$ cat config.mk
export PLATFORM = sky130hd
export DESIGN_NAME = fortran_tab_expander
export DESIGN_NICKNAME = d
export VERILOG_FILES = /design/src/sv/fte_pkg.sv /design/src/sv/fte_queue.sv /design/src/sv/fte_front.sv /design/src/sv/fte_back.sv /design/src/sv/fortran_tab_expander.sv
export SDC_FILE = /design/constraint.sdc
export NUM_CORES = 1
export LEC_CHECK = 0
export BUFFER_PORTS_ARGS = -buffer_cell sky130_fd_sc_hd__buf_2
export CORE_MARGIN = 1
export CORE_UTILIZATION = 58
export CTS_CLUSTER_SIZE = 28
export DETAILED_ROUTE_END_ITERATION = 6
export HOLD_SLACK_MARGIN = 0.12
export PLACE_DENSITY = 0.85
export SLEW_MARGIN = 30
export SYNTH_ARGS = -nofsm -noshare
export SYNTH_HDL_FRONTEND = slang
export SYNTH_SLANG_ARGS = --single-unit
$ cat constraint.sdc
create_clock -name i_clk -period 6.3 [get_ports i_clk]
set_input_delay 0.63 -clock i_clk [delete_from_list [all_inputs] [get_ports i_clk]]
set_output_delay 0.63 -clock i_clk [all_outputs]
set_load 0.1 [all_outputs]
$ cat src/sv/fte_pkg.sv
// Shared types and constants for the Fortran tab expander.
// Holds the item structs, the queue command and a small helper function.
`timescale 1ns / 1ps

package fte_pkg;

    localparam int FTE_MAX_TAB = 32;
    localparam int CNT_W       = 6;
    localparam int Q_DEPTH     = 2;

    localparam logic [7:0] CH_TAB   = 8'h09;
    localparam logic [7:0] CH_NL    = 8'h0A;
    localparam logic [7:0] CH_SPACE = 8'h20;
    localparam logic [7:0] CH_ONE   = 8'h31;
    localparam logic [7:0] CH_NINE  = 8'h39;

    localparam logic [2:0] COL_SIX  = 3'd6;
    localparam logic [2:0] PRE_CONT = 3'd5;
    localparam logic [2:0] PRE_TAB  = 3'd6;
    localparam logic [6:0] TAB_DFLT = 7'd4;

    typedef enum logic [0:0] {
        CFG_TAB_SIZE   = 1'b0,
        CFG_FIXED_FORM = 1'b1
    } t_cfg_idx;

    typedef enum logic [1:0] {
        BODY_NONE,
        BODY_CHAR,
        BODY_SPACE
    } t_body;

    typedef struct packed {
        logic [7:0] char_in;
        logic       text_end_in;
    } t_in_item;

    typedef struct packed {
        logic [7:0] char_out;
        logic       run_last;
        logic       text_end_out;
    } t_out_item;

    typedef struct packed {
        logic [2:0]       pre;
        t_body            kind;
        logic [CNT_W-1:0] nsp;
        logic [7:0]       ch;
        logic             text_end;
    } t_cmd;

    function automatic logic [2:0] six_mod(input logic [6:0] t);
        logic [2:0] r;
        begin
            unique case (t)
                7'd1, 7'd2, 7'd3, 7'd6: r = 3'd0;
                7'd4:                   r = 3'd2;
                7'd5:                   r = 3'd1;
                default:                r = 3'd6;
            endcase
            return r;
        end
    endfunction

endpackage

$ cat src/sv/fte_queue.sv
// Short command queue between the front and back parts.
// Depends on fte_pkg for the queue depth.
`timescale 1ns / 1ps

module fte_queue
    import fte_pkg::*;
#(
    parameter int W = 8
) (
    input  logic         i_clk,
    input  logic         i_rst_n,
    input  logic         i_push,
    input  logic [W-1:0] i_data,
    output logic         o_full,
    input  logic         i_pop,
    output logic         o_valid,
    output logic [W-1:0] o_data
);

    localparam int AW = (Q_DEPTH > 1) ? $clog2(Q_DEPTH) : 1;
    localparam int CW = $clog2(Q_DEPTH + 1);

    logic [W-1:0]  r_mem [Q_DEPTH];
    logic [AW-1:0] r_wr, r_rd;
    logic [CW-1:0] r_cnt;

    function automatic logic [AW-1:0] adv(input logic [AW-1:0] p);
        begin
            return (p == AW'(Q_DEPTH - 1)) ? '0 : p + AW'(1);
        end
    endfunction

    assign o_full  = (r_cnt == CW'(Q_DEPTH));
    assign o_valid = (r_cnt != '0);
    assign o_data  = r_mem[r_rd];

    always_ff @(posedge i_clk) begin
        if (i_push) begin
            r_mem[r_wr] <= i_data;
        end
    end

    always_ff @(posedge i_clk) begin
        if (!i_rst_n) begin
            r_wr  <= '0;
            r_rd  <= '0;
            r_cnt <= '0;
        end else begin
            if (i_push) begin
                r_wr <= adv(r_wr);
            end
            if (i_pop) begin
                r_rd <= adv(r_rd);
            end
            if (i_push && !i_pop) begin
                r_cnt <= r_cnt + CW'(1);
            end else if (!i_push && i_pop) begin
                r_cnt <= r_cnt - CW'(1);
            end
        end
    end

endmodule

$ cat src/sv/fte_front.sv
// Front part: takes input items, tracks line columns and turns each item
// into at most one expansion command. Holds the configuration registers.
// Depends on fte_pkg.
`timescale 1ns / 1ps

module fte_front
    import fte_pkg::*;
#(
    parameter int MAX_TAB = FTE_MAX_TAB
) (
    input  logic       i_clk,
    input  logic       i_rst_n,
    input  logic       i_cfg_we,
    input  logic       i_cfg_idx,
    input  logic [5:0] i_cfg_data,
    input  logic       i_in_valid,
    input  t_in_item   i_in_item,
    output logic       o_in_stall,
    input  logic       i_q_full,
    output logic       o_q_push,
    output t_cmd       o_q_cmd
);

    localparam int TW = $clog2(MAX_TAB + 1);

    logic [5:0]    r_tab;
    logic          r_fixed;
    logic          r_ls, r_pend;
    logic [2:0]    r_col;
    logic [TW-1:0] r_phase, r_red;
    logic          r_busy;

    logic          n_ls, n_pend;
    logic [2:0]    n_col;
    logic [TW-1:0] n_phase;

    logic [6:0]    w_t0;
    logic [TW-1:0] w_t, w_six;
    logic          w_acc, w_digit, w_tab, w_nl, w_hb;
    logic [2:0]    w_col_in;
    logic [TW-1:0] w_ph_in;
    logic [TW:0]   w_ph_inc;
    logic [CNT_W:0] w_col_sum;
    t_cmd          w_cmd;

    assign w_t0  = (r_tab == 6'd0) ? TAB_DFLT : {1'b0, r_tab};
    assign w_t   = (w_t0 > 7'(MAX_TAB)) ? TW'(MAX_TAB) : TW'(w_t0);
    assign w_six = TW'(six_mod(7'(w_t)));

    assign o_in_stall = r_busy | i_q_full;
    assign w_acc      = i_in_valid && !o_in_stall;

    assign w_digit = (i_in_item.char_in >= CH_ONE) && (i_in_item.char_in <= CH_NINE);
    assign w_tab   = (i_in_item.char_in == CH_TAB);
    assign w_nl    = (i_in_item.char_in == CH_NL);

    assign w_col_in = r_pend ? COL_SIX : r_col;
    assign w_ph_in  = r_pend ? w_six : r_red;
    assign w_ph_inc = {1'b0, w_ph_in} + (TW+1)'(1);

    always_comb begin
        n_ls      = r_ls;
        n_pend    = r_pend;
        n_col     = r_col;
        n_phase   = r_red;
        w_hb      = 1'b0;
        w_col_sum = '0;
        w_cmd          = '0;
        w_cmd.kind     = BODY_NONE;
        w_cmd.ch       = i_in_item.char_in;
        w_cmd.text_end = i_in_item.text_end_in;

        if (r_pend) begin
            n_pend    = 1'b0;
            n_ls      = 1'b0;
            n_col     = COL_SIX;
            n_phase   = w_six;
            if (w_digit) begin
                w_cmd.pre  = PRE_CONT;
                w_cmd.kind = BODY_CHAR;
            end else begin
                w_cmd.pre = PRE_TAB;
                w_hb      = 1'b1;
            end
        end else if (r_ls && r_fixed && w_tab) begin
            n_ls = 1'b0;
            if (i_in_item.text_end_in) begin
                w_cmd.pre = PRE_TAB;
            end else begin
                n_pend = 1'b1;
            end
        end else begin
            w_hb = 1'b1;
        end

        if (w_hb) begin
            n_ls = 1'b0;
            if (w_tab) begin
                w_cmd.kind = BODY_SPACE;
                if (r_fixed && (w_col_in < COL_SIX)) begin
                    w_cmd.nsp = CNT_W'(COL_SIX - w_col_in);
                    n_col     = COL_SIX;
                    n_phase   = w_six;
                end else begin
                    w_cmd.nsp = CNT_W'(w_t - w_ph_in);
                    w_col_sum = (CNT_W+1)'(w_col_in) + (CNT_W+1)'(w_cmd.nsp);
                    n_col     = (w_col_sum > (CNT_W+1)'(COL_SIX)) ? COL_SIX
                                                                  : 3'(w_col_sum);
                    n_phase   = '0;
                end
            end else begin
                w_cmd.kind = BODY_CHAR;
                if (w_nl) begin
                    n_ls    = 1'b1;
                    n_col   = '0;
                    n_phase = '0;
                end else begin
                    n_col   = (w_col_in >= COL_SIX) ? COL_SIX : w_col_in + 3'd1;
                    n_phase = (w_ph_inc == (TW+1)'(w_t)) ? '0 : TW'(w_ph_inc);
                end
            end
        end

        if (i_in_item.text_end_in) begin
            n_pend  = 1'b0;
            n_ls    = 1'b1;
            n_col   = '0;
            n_phase = '0;
        end
    end

    assign o_q_push = w_acc && ((w_cmd.kind != BODY_NONE) || (w_cmd.pre != 3'd0));
    assign o_q_cmd  = w_cmd;

    always_ff @(posedge i_clk) begin
        if (!i_rst_n) begin
            r_tab   <= 6'(TAB_DFLT);
            r_fixed <= 1'b1;
            r_ls    <= 1'b1;
            r_pend  <= 1'b0;
            r_col   <= '0;
            r_phase <= '0;
            r_red   <= '0;
            r_busy  <= 1'b0;
        end else begin
            if (r_busy) begin
                if (r_red >= w_t) begin
                    r_red <= r_red - w_t;
                end else begin
                    r_busy <= 1'b0;
                end
            end
            if (i_cfg_we) begin
                unique case (t_cfg_idx'(i_cfg_idx))
                    CFG_TAB_SIZE: begin
                        r_tab  <= i_cfg_data;
                        r_red  <= r_phase;
                        r_busy <= 1'b1;
                    end
                    CFG_FIXED_FORM: begin
                        r_fixed <= i_cfg_data[0];
                    end
                endcase
            end
            if (w_acc) begin
                r_ls    <= n_ls;
                r_pend  <= n_pend;
                r_col   <= n_col;
                r_phase <= n_phase;
                r_red   <= n_phase;
            end
        end
    end

endmodule

$ cat src/sv/fte_back.sv
// Back part: expands queued commands into output items, one per cycle while
// the output is not stalled, through a registered output stage. Depends on fte_pkg.
`timescale 1ns / 1ps

module fte_back
    import fte_pkg::*;
(
    input  logic      i_clk,
    input  logic      i_rst_n,
    input  logic      i_q_valid,
    input  t_cmd      i_q_cmd,
    output logic      o_q_pop,
    output logic      o_out_valid,
    output t_out_item o_out_item,
    input  logic      i_out_stall
);

    logic             r_act;
    logic [2:0]       r_pre;
    t_body            r_kind;
    logic [CNT_W-1:0] r_nsp;
    logic [7:0]       r_ch;
    logic             r_end;
    logic             r_oval;
    t_out_item        r_oitem;

    logic      w_free, w_emit, w_last, w_load;
    t_out_item w_item;

    assign w_free = !r_oval || !i_out_stall;
    assign w_emit = r_act && w_free;

    always_comb begin
        w_item          = '0;
        w_item.char_out = CH_SPACE;
        w_last          = 1'b0;
        if (r_pre != 3'd0) begin
            w_last = (r_pre == 3'd1) && (r_kind == BODY_NONE);
        end else if (r_kind == BODY_SPACE) begin
            w_last = (r_nsp == CNT_W'(1));
        end else begin
            w_item.char_out = r_ch;
            w_last          = 1'b1;
        end
        w_item.run_last     = w_last;
        w_item.text_end_out = w_last && r_end;
    end

    assign w_load  = (!r_act || (w_emit && w_last)) && i_q_valid;
    assign o_q_pop = w_load;

    always_ff @(posedge i_clk) begin
        if (w_load) begin
            r_pre  <= i_q_cmd.pre;
            r_kind <= i_q_cmd.kind;
            r_nsp  <= i_q_cmd.nsp;
            r_ch   <= i_q_cmd.ch;
            r_end  <= i_q_cmd.text_end;
        end else if (w_emit) begin
            if (r_pre != 3'd0) begin
                r_pre <= r_pre - 3'd1;
            end else if (r_kind == BODY_SPACE) begin
                r_nsp <= r_nsp - CNT_W'(1);
            end
        end
        if (w_emit) begin
            r_oitem <= w_item;
        end
    end

    always_ff @(posedge i_clk) begin
        if (!i_rst_n) begin
            r_act  <= 1'b0;
            r_oval <= 1'b0;
        end else begin
            if (!r_act || (w_emit && w_last)) begin
                r_act <= i_q_valid;
            end
            if (w_free) begin
                r_oval <= w_emit;
            end
        end
    end

    assign o_out_valid = r_oval;
    assign o_out_item  = r_oitem;

endmodule

$ cat src/sv/fortran_tab_expander.sv
// Fortran tab expander top level: front, command queue and back part.
// Throughput: one output item per cycle while i_out_stall is low.
// A tab_size write stalls input while the phase reduces.
// Reset (synchronous, active low): tab_size 4, fixed form, line start, empty queue.
`timescale 1ns / 1ps

module fortran_tab_expander
    import fte_pkg::*;
#(
    parameter int MAX_TAB = FTE_MAX_TAB
) (
    input  logic      i_clk,
    input  logic      i_rst_n,
    input  logic      i_cfg_we,
    input  logic      i_cfg_idx,
    input  logic [5:0] i_cfg_data,
    input  logic      i_in_valid,
    input  t_in_item  i_in_item,
    output logic      o_in_stall,
    output logic      o_out_valid,
    output t_out_item o_out_item,
    input  logic      i_out_stall
);

    logic w_push, w_full, w_pop, w_qvalid;
    t_cmd w_cmd_in, w_cmd_out;

    fte_front #(
        .MAX_TAB (MAX_TAB)
    ) u_front (
        .i_clk      (i_clk),
        .i_rst_n    (i_rst_n),
        .i_cfg_we   (i_cfg_we),
        .i_cfg_idx  (i_cfg_idx),
        .i_cfg_data (i_cfg_data),
        .i_in_valid (i_in_valid),
        .i_in_item  (i_in_item),
        .o_in_stall (o_in_stall),
        .i_q_full   (w_full),
        .o_q_push   (w_push),
        .o_q_cmd    (w_cmd_in)
    );

    fte_queue #(
        .W ($bits(t_cmd))
    ) u_queue (
        .i_clk   (i_clk),
        .i_rst_n (i_rst_n),
        .i_push  (w_push),
        .i_data  (w_cmd_in),
        .o_full  (w_full),
        .i_pop   (w_pop),
        .o_valid (w_qvalid),
        .o_data  (w_cmd_out)
    );

    fte_back u_back (
        .i_clk       (i_clk),
        .i_rst_n     (i_rst_n),
        .i_q_valid   (w_qvalid),
        .i_q_cmd     (w_cmd_out),
        .o_q_pop     (w_pop),
        .o_out_valid (o_out_valid),
        .o_out_item  (o_out_item),
        .i_out_stall (i_out_stall)
    );

endmodule
[After elaboration in Yosys (flattened, before gate mapping)]
Memories as Yosys holds them, arrays and structs flattened. A register that Yosys moved wholly into a read port is not among the register bits.
Index checks and enable logic that the tools add are counted.
Storage, ports and cells
  flip-flop bits (word level): 61
  bits in writable memories: 40
  input bits: 21
  output and inout port bits: 12
  memories kept: 1
Memory list
  u_queue.r_mem: depth 2, width 20, read ports 1, clocked after Yosys merged registers in 1, write ports 1, line fte_queue.sv:23  | logic [W-1:0] r_mem [Q_DEPTH];
Cells by class
  $add $sub $neg: 12
  magnitude comparators: 7
  equality and inequality tests: 14
  muxes and demuxes: 66
  bitwise operators: 2
  reductions and logical operators: 40
Operators with widths (number)
  6-bit two-way mux: 19
  3-bit two-way mux: 15
  1-bit two-way mux: 26
  6-bit by 3-bit equality test with 1-bit output (second input constant): 3
  8-bit by 4-bit equality test with 1-bit output (second input constant): 2
  1-bit logical AND: 13
  6-bit by 1-bit equality test with 1-bit output (second input constant): 2
  6-bit by 2-bit equality test with 1-bit output (second input constant): 2
  2-bit nonzero test: 6
  6-bit subtractor: 2
  3-bit case mux with 3 select lines: 1
  8-bit by 6-bit greater-or-equal comparator with 1-bit output (second input constant): 1
  8-bit by 6-bit less-or-equal comparator with 1-bit output (second input constant): 1
  2-bit two-way mux: 4
  8-bit two-way mux: 1
  2-bit AND reduction: 4
  3-bit by 6-bit adder with 7-bit output: 1
  6-bit by 1-bit adder with 7-bit output (second input constant): 1
  7-bit by 6-bit equality test with 1-bit output: 1
  7-bit by 3-bit greater-than comparator with 1-bit output (second input constant): 1
  7-bit by 6-bit greater-than comparator with 1-bit output (second input constant): 1
  6-bit greater-or-equal comparator: 1
  1-bit zero test: 6
  6-bit zero test: 1
  other kinds (21): 26

[Depth between registers and ports, before layout]
  word-level depth: 19
  depth in mapped cells: 15

[Hierarchy]
A second synthesis with hierarchy kept.
Unflattened totals
  cell total of the unflattened synthesis: 523
  area, all modules: 5654.2 um^2
By module, submodules not included
  fte_front: times used 1, cells each 342, area an instance 2577.5 um^2
  fte_queue: times used 1, cells each 84, area an instance 1657.8 um^2
  fte_back: times used 1, cells each 97, area an instance 1418.9 um^2

[Worst setup path after synthesis]
No wires, ideal clock.
  kind: reg-to-reg
  start: register u_front.r_pend
  end: register u_front.r_col[2]
  arrival: 3.602 ns
  path slack: 2.576 ns
  stages on the path, launching flop included: 15
  cells stage by stage: dfxtp_1 > buf_4 > clkbuf_1 > clkbuf_1 > a21o_1 > ha_1 > inv_1 > fa_1 > fa_1 > xor2_1 > and3_1 > or4_4 > a221oi_4 > nand2b_1 > a221o_1
On the way
  word-level cells in the longest chain between the ends: 9
RTL lines
  from (decl): line fte_front.sv:28  | logic r_ls, r_pend;
  from (signal assigned): line fte_front.sv:167  | r_pend <= n_pend;
  6-bit two-way mux: line fte_front.sv:58  | assign w_ph_in = r_pend ? w_six : r_red;
  6-bit subtractor: line fte_front.sv:105  | w_cmd.nsp = CNT_W'(w_t - w_ph_in);
  3-bit by 6-bit adder with 7-bit output: line fte_front.sv:106  | w_col_sum = (CNT_W+1)'(w_col_in) + (CNT_W+1)'(w_cmd.nsp);
  7-bit by 3-bit greater-than comparator with 1-bit output: line fte_front.sv:107  | n_col = (w_col_sum > (CNT_W+1)'(COL_SIX)) ? COL_SIX
  3-bit two-way mux: line fte_front.sv:107
  3-bit two-way mux: line fte_front.sv:100  | if (r_fixed && (w_col_in < COL_SIX)) begin
  3-bit two-way mux: line fte_front.sv:98  | if (w_tab) begin
  3-bit two-way mux *: line fte_front.sv:96  | if (w_hb) begin
  3-bit two-way mux *: line fte_front.sv:124  | if (i_in_item.text_end_in) begin
  to (signal assigned): line fte_front.sv:168  | r_col <= n_col;
  to (decl): line fte_front.sv:29  | logic [2:0] r_col;
Every way passes the cells marked *; elsewhere a longest branch is shown, timed or not.
A chain may end at the register's enable or synchronous reset.

[Final worst setup path]
  start: register u_front.r_tab[5]
  end: register u_front.r_col[2]
On the way
  word-level cells in the longest chain between the ends: 16
RTL lines
  from (decl): line fte_front.sv:26  | logic [5:0] r_tab;
  from (signal assigned): line fte_front.sv:137  | r_tab <= 6'(TAB_DFLT);
  from (signal assigned): line fte_front.sv:156  | r_tab <= i_cfg_data;
  6-bit zero test: line fte_front.sv:46  | assign w_t0 = (r_tab == 6'd0) ? TAB_DFLT : {1'b0, r_tab};
  6-bit two-way mux *: line fte_front.sv:46
  7-bit by 6-bit greater-than comparator with 1-bit output: line fte_front.sv:47  | assign w_t = (w_t0 > 7'(MAX_TAB)) ? TW'(MAX_TAB) : TW'(w_t0);
  6-bit two-way mux *: line fte_front.sv:47
  6-bit by 1-bit equality test with 1-bit output, or another cell as far along: line fte_pkg.sv:55  | unique case (t)
  4-bit OR reduction: line fte_pkg.sv:55
  3-bit case mux with 3 select lines: line fte_pkg.sv:55
  6-bit two-way mux: line fte_front.sv:58
  6-bit subtractor *: line fte_front.sv:105
  3-bit by 6-bit adder with 7-bit output *: line fte_front.sv:106
  7-bit by 3-bit greater-than comparator with 1-bit output: line fte_front.sv:107
  3-bit two-way mux *: line fte_front.sv:107
  3-bit two-way mux *: line fte_front.sv:100
  3-bit two-way mux *: line fte_front.sv:98
  3-bit two-way mux *: line fte_front.sv:96
  3-bit two-way mux *: line fte_front.sv:124
Marks and branches as above.

==> results.sh <==
export IMPL_grt_pass1_vias=3804
export IMPL_syn_to_final_growth_pct=8.41
export IMPL_dr_pass1_iters=7
export IMPL_chipWidth_um=98.5
export IMPL_overflow=0
export IMPL_setup_ws_ns=2.29
export IMPL_endpoint="u_front.r_col[2]$_SDFFE_PN0P_"
export IMPL_violations="DRC"
export IMPL_antenna_found_initial=0
export IMPL_layout_min_cycle_time_ns=4.01
export IMPL_cts_setup_buffers=0
export IMPL_gp_congestion=0.918
export IMPL_drt_wl_total_um=10700
export IMPL_finalNonFillerCells=652
export IMPL_ant_nets=0
export IMPL_io_pins=33
export IMPL_cts_sinks=102
export IMPL_crit_slowest_cell="fa_1"
export IMPL_path_buf_inv=2
export IMPL_grt_total_usage_pct=23.8
export IMPL_hp_class="in -> reg"
export IMPL_n_antenna_cell=0
export IMPL_drv_cap=0
export IMPL_coreArea_mm2=0.00885
export IMPL_critical_path_depth=14
export IMPL_yosys_most_used_dff="edfxtp_1"
export IMPL_path_cells="inv_1 > nand2_1 > nor4_1 > a21o_1 > ha_1 > inv_1 > fa_1 > fa_1 > xor2_1 > and3_1 > or4_4 > a221oi_4 > nand2b_1 > a221o_1"
export IMPL_timing_final_crit_share_pct=63.6
export IMPL_rsz0062_at_grt="false"
export IMPL_cts_resized=0
export IMPL_num_rows=34
export IMPL_finClkSkew_ns=0.0131
export IMPL_critPathLaunchType="register"
export IMPL_status="finished with violations"
export IMPL_syn_inst=511
export IMPL_start_util_pct=61.0
export IMPL_seqCellArea_mm2=0.00274
export IMPL_end_kind="register"
export IMPL_ys_warn_count=0
export IMPL_ys_types=58
export IMPL_dieArea_mm2=0.00970
export IMPL_hold_viol_final=0
export IMPL_portBuffers=32
export IMPL_yosys_area_top_type="edfxtp_1"
export IMPL_ys_top_cells_by_count="70 x edfxtp_1, 45 x nand2_1, 32 x dfxtp_1"
export IMPL_path_class="reg -> reg"
export IMPL_grt_pass1_wl_um=18000
export IMPL_crit_start="u_front.r_tab[5]$_SDFFE_PN0P_"
export IMPL_yosysTopAreaCellShare_pct=38.9
export IMPL_fin_setup_tns_ns=0
export IMPL_reg2reg_from="u_front.r_tab[5]$_SDFFE_PN0P_"
export IMPL_synth_area_leaders="edfxtp_1 39%, dfxtp_1 12%, ha_1 5.6%"
export IMPL_fillers=696
export IMPL_max_slew_worst_pin_slew_ns=0.892
export IMPL_cpPeakStageDelay_ns=0.51
export IMPL_num_nets_final=587
export IMPL_synth_edf_count=70
export IMPL_drive_above_1_share_pct=14.0
export IMPL_multi_input_area_mm2=0.00248
export IMPL_route_detailed_drc=1
export IMPL_p_leak_nw=2.33
export IMPL_r2r_end="u_front.r_col[2]$_SDFFE_PN0P_"
export IMPL_syn_num_nets=559
export IMPL_die_h_um=98.5
export IMPL_cts_buffers=9
export IMPL_cts_hold_buffers=0
export IMPL_cp_max_fo=7
export IMPL_place_ws_ns=2.36
export IMPL_clkLatencyLatePin_ns=0.38
export IMPL_drtIter0Drc=274
export IMPL_yosysSeqAreaShare_pct=50.8
export IMPL_ys_ff_latch=102
export IMPL_clk_pin_slew_ns=0.10
export IMPL_clockBufferDepth=2
export IMPL_root_buffer="clkbuf_8"
export IMPL_synthArstFlopShare_pct=0
export IMPL_h_tree_depth=3
export IMPL_viasPerCell=6.00
export IMPL_slew_headroom_pct=40.6
export IMPL_rr_worst_depth=14
export IMPL_yosysMostFrequentCell="edfxtp_1"
export IMPL_synth_area_mm2=0.00540
export IMPL_cts_tree="built"
export IMPL_setup_violations_final=0
export IMPL_arrival_ns=4.28
export IMPL_dr_total_vias=3910
export IMPL_r2r_slack_ns=2.29
export IMPL_placed_cells=636
export IMPL_slew_violations=0
export IMPL_power_density_mw_per_mm2=376
export IMPL_fmax_ghz=0.250
export IMPL_wire_per_inst_um=16.5
export IMPL_critical_path_required_ns=6.57
export IMPL_avgSynthCellArea_um2=10.6
export IMPL_post_dp_hpwl_um=8090
export IMPL_critPathTopFamily="simple AND/OR/NAND/NOR gates"
export IMPL_grt_max_degree=28
export IMPL_max_vdd_ir_drop_v=0.000245
==> metal layers <==
| metal | vias to the layer above | global-route usage [%] | routed length, um |
|---|---|---|---|
| met1 | 1835 | 28.6 | 4440 |
| met3 | 23 | 4.18 | 536 |
| met2 | 133 | 41.8 | 5490 |
| li1 | 1919 | - | - |
| met4 | 0 | 10.8 | 276 |
| met5 | - | 0 | 0 |
==> state kept, by name, summed over array words and instances (netlist names), named ones only <==
signal              flops
u_back.o_out_item      10
u_back.o_out_valid      1
u_back.r_act            1
u_back.r_ch             8
u_back.r_end            1
u_back.r_kind           2
u_back.r_nsp            6
u_back.r_pre            3
u_front.r_busy          1
u_front.r_col           3
u_front.r_fixed         1
u_front.r_ls            1
u_front.r_pend          1
u_front.r_phase         6
u_front.r_red           6
u_front.r_tab           6
u_queue.r_cnt           2
u_queue.r_mem          40
u_queue.r_rd            1
u_queue.r_wr            1
==> worst min-delay path by stage <==
stage	slack [ns]	startpoint	cells past startpoint	endpoint
2_1_floorplan	0.42	u_front.r_phase[0]$_SDFFE_PN0P_	2	u_front.r_phase[0]$_SDFFE_PN0P_
3_3_place_gp	0.43	u_front.r_phase[5]$_SDFFE_PN0P_	2	u_front.r_phase[5]$_SDFFE_PN0P_
3_5_place_dp	0.44	u_front.r_phase[0]$_SDFFE_PN0P_	2	u_front.r_phase[0]$_SDFFE_PN0P_
4_1_cts	0.44	i_in_item[8]	1	u_queue.r_mem[0][8]$_DFFE_PP_
5_1_grt	0.43	i_in_item[7]	1	u_queue.r_mem[1][7]$_DFFE_PP_
6_report	0.45	i_in_item[8]	1	u_queue.r_mem[1][8]$_DFFE_PP_
==> final cells by class <==
cell class / instances / share of cell area, %
Multi-Input combinational cell: 361 / 42.4
Tap cell: 108 / 2.31
Timing Repair Buffer: 35 / 3.12
Clock inverter: 7 / 1.30
Inverter: 30 / 1.92
Sequential cell: 102 / 46.9
Clock buffer: 9 / 2.12
==> power by group <==
group,switching [mW],leakage [nW],internal [mW],total [mW]
clock,0.252,0.103,0.161,0.412
sequential,0.0924,0.916,0.916,1.01
combinational,0.523,1.31,0.258,0.780
total,0.867,2.33,1.33,2.20
==> logic make-up after synthesis <==
kind of cell / after synthesis / synth area share, %
fa+ha+maj: 27 / 6.67
flops: 102 / 50.8
compound gates: 127 / 16.0
xor+xnor: 21 / 3.41
simple gates: 171 / 16.6
mux: 15 / 3.08
buf+inv: 48 / 3.43
==> stage by stage <==
step	power (mW)	instance area (um2)	utilization [%]	hold WS, ns
global route	2.33	5850	66.2	0.432
floorplan	1.63	5400	-	0.417
global placement	1.76	5650	63.8	0.430
finish	2.20	5850	66.2	0.449
CTS	2.21	5850	66.1	0.435
detailed placement	1.80	5650	63.9	0.443
==> layout by cell type (no fill, tap or decap), drive strengths merged, types with 10 or more instances in the layout <==
cell / netlist / layout
mux2: 13 / 13
buf: 3 / 35
nand3: 15 / 15
dfxtp: 32 / 32
edfxtp: 70 / 70
o21ai: 25 / 25
xnor2: 14 / 14
a211oi: 15 / 15
and2: 15 / 15
nor2: 27 / 27
nand2b: 13 / 13
a21oi: 28 / 28
nand2: 45 / 45
nor3: 10 / 10
ha: 24 / 24
inv: 30 / 36
nor2b: 19 / 19
Note: power is estimated with default switching activity, not from simulation.
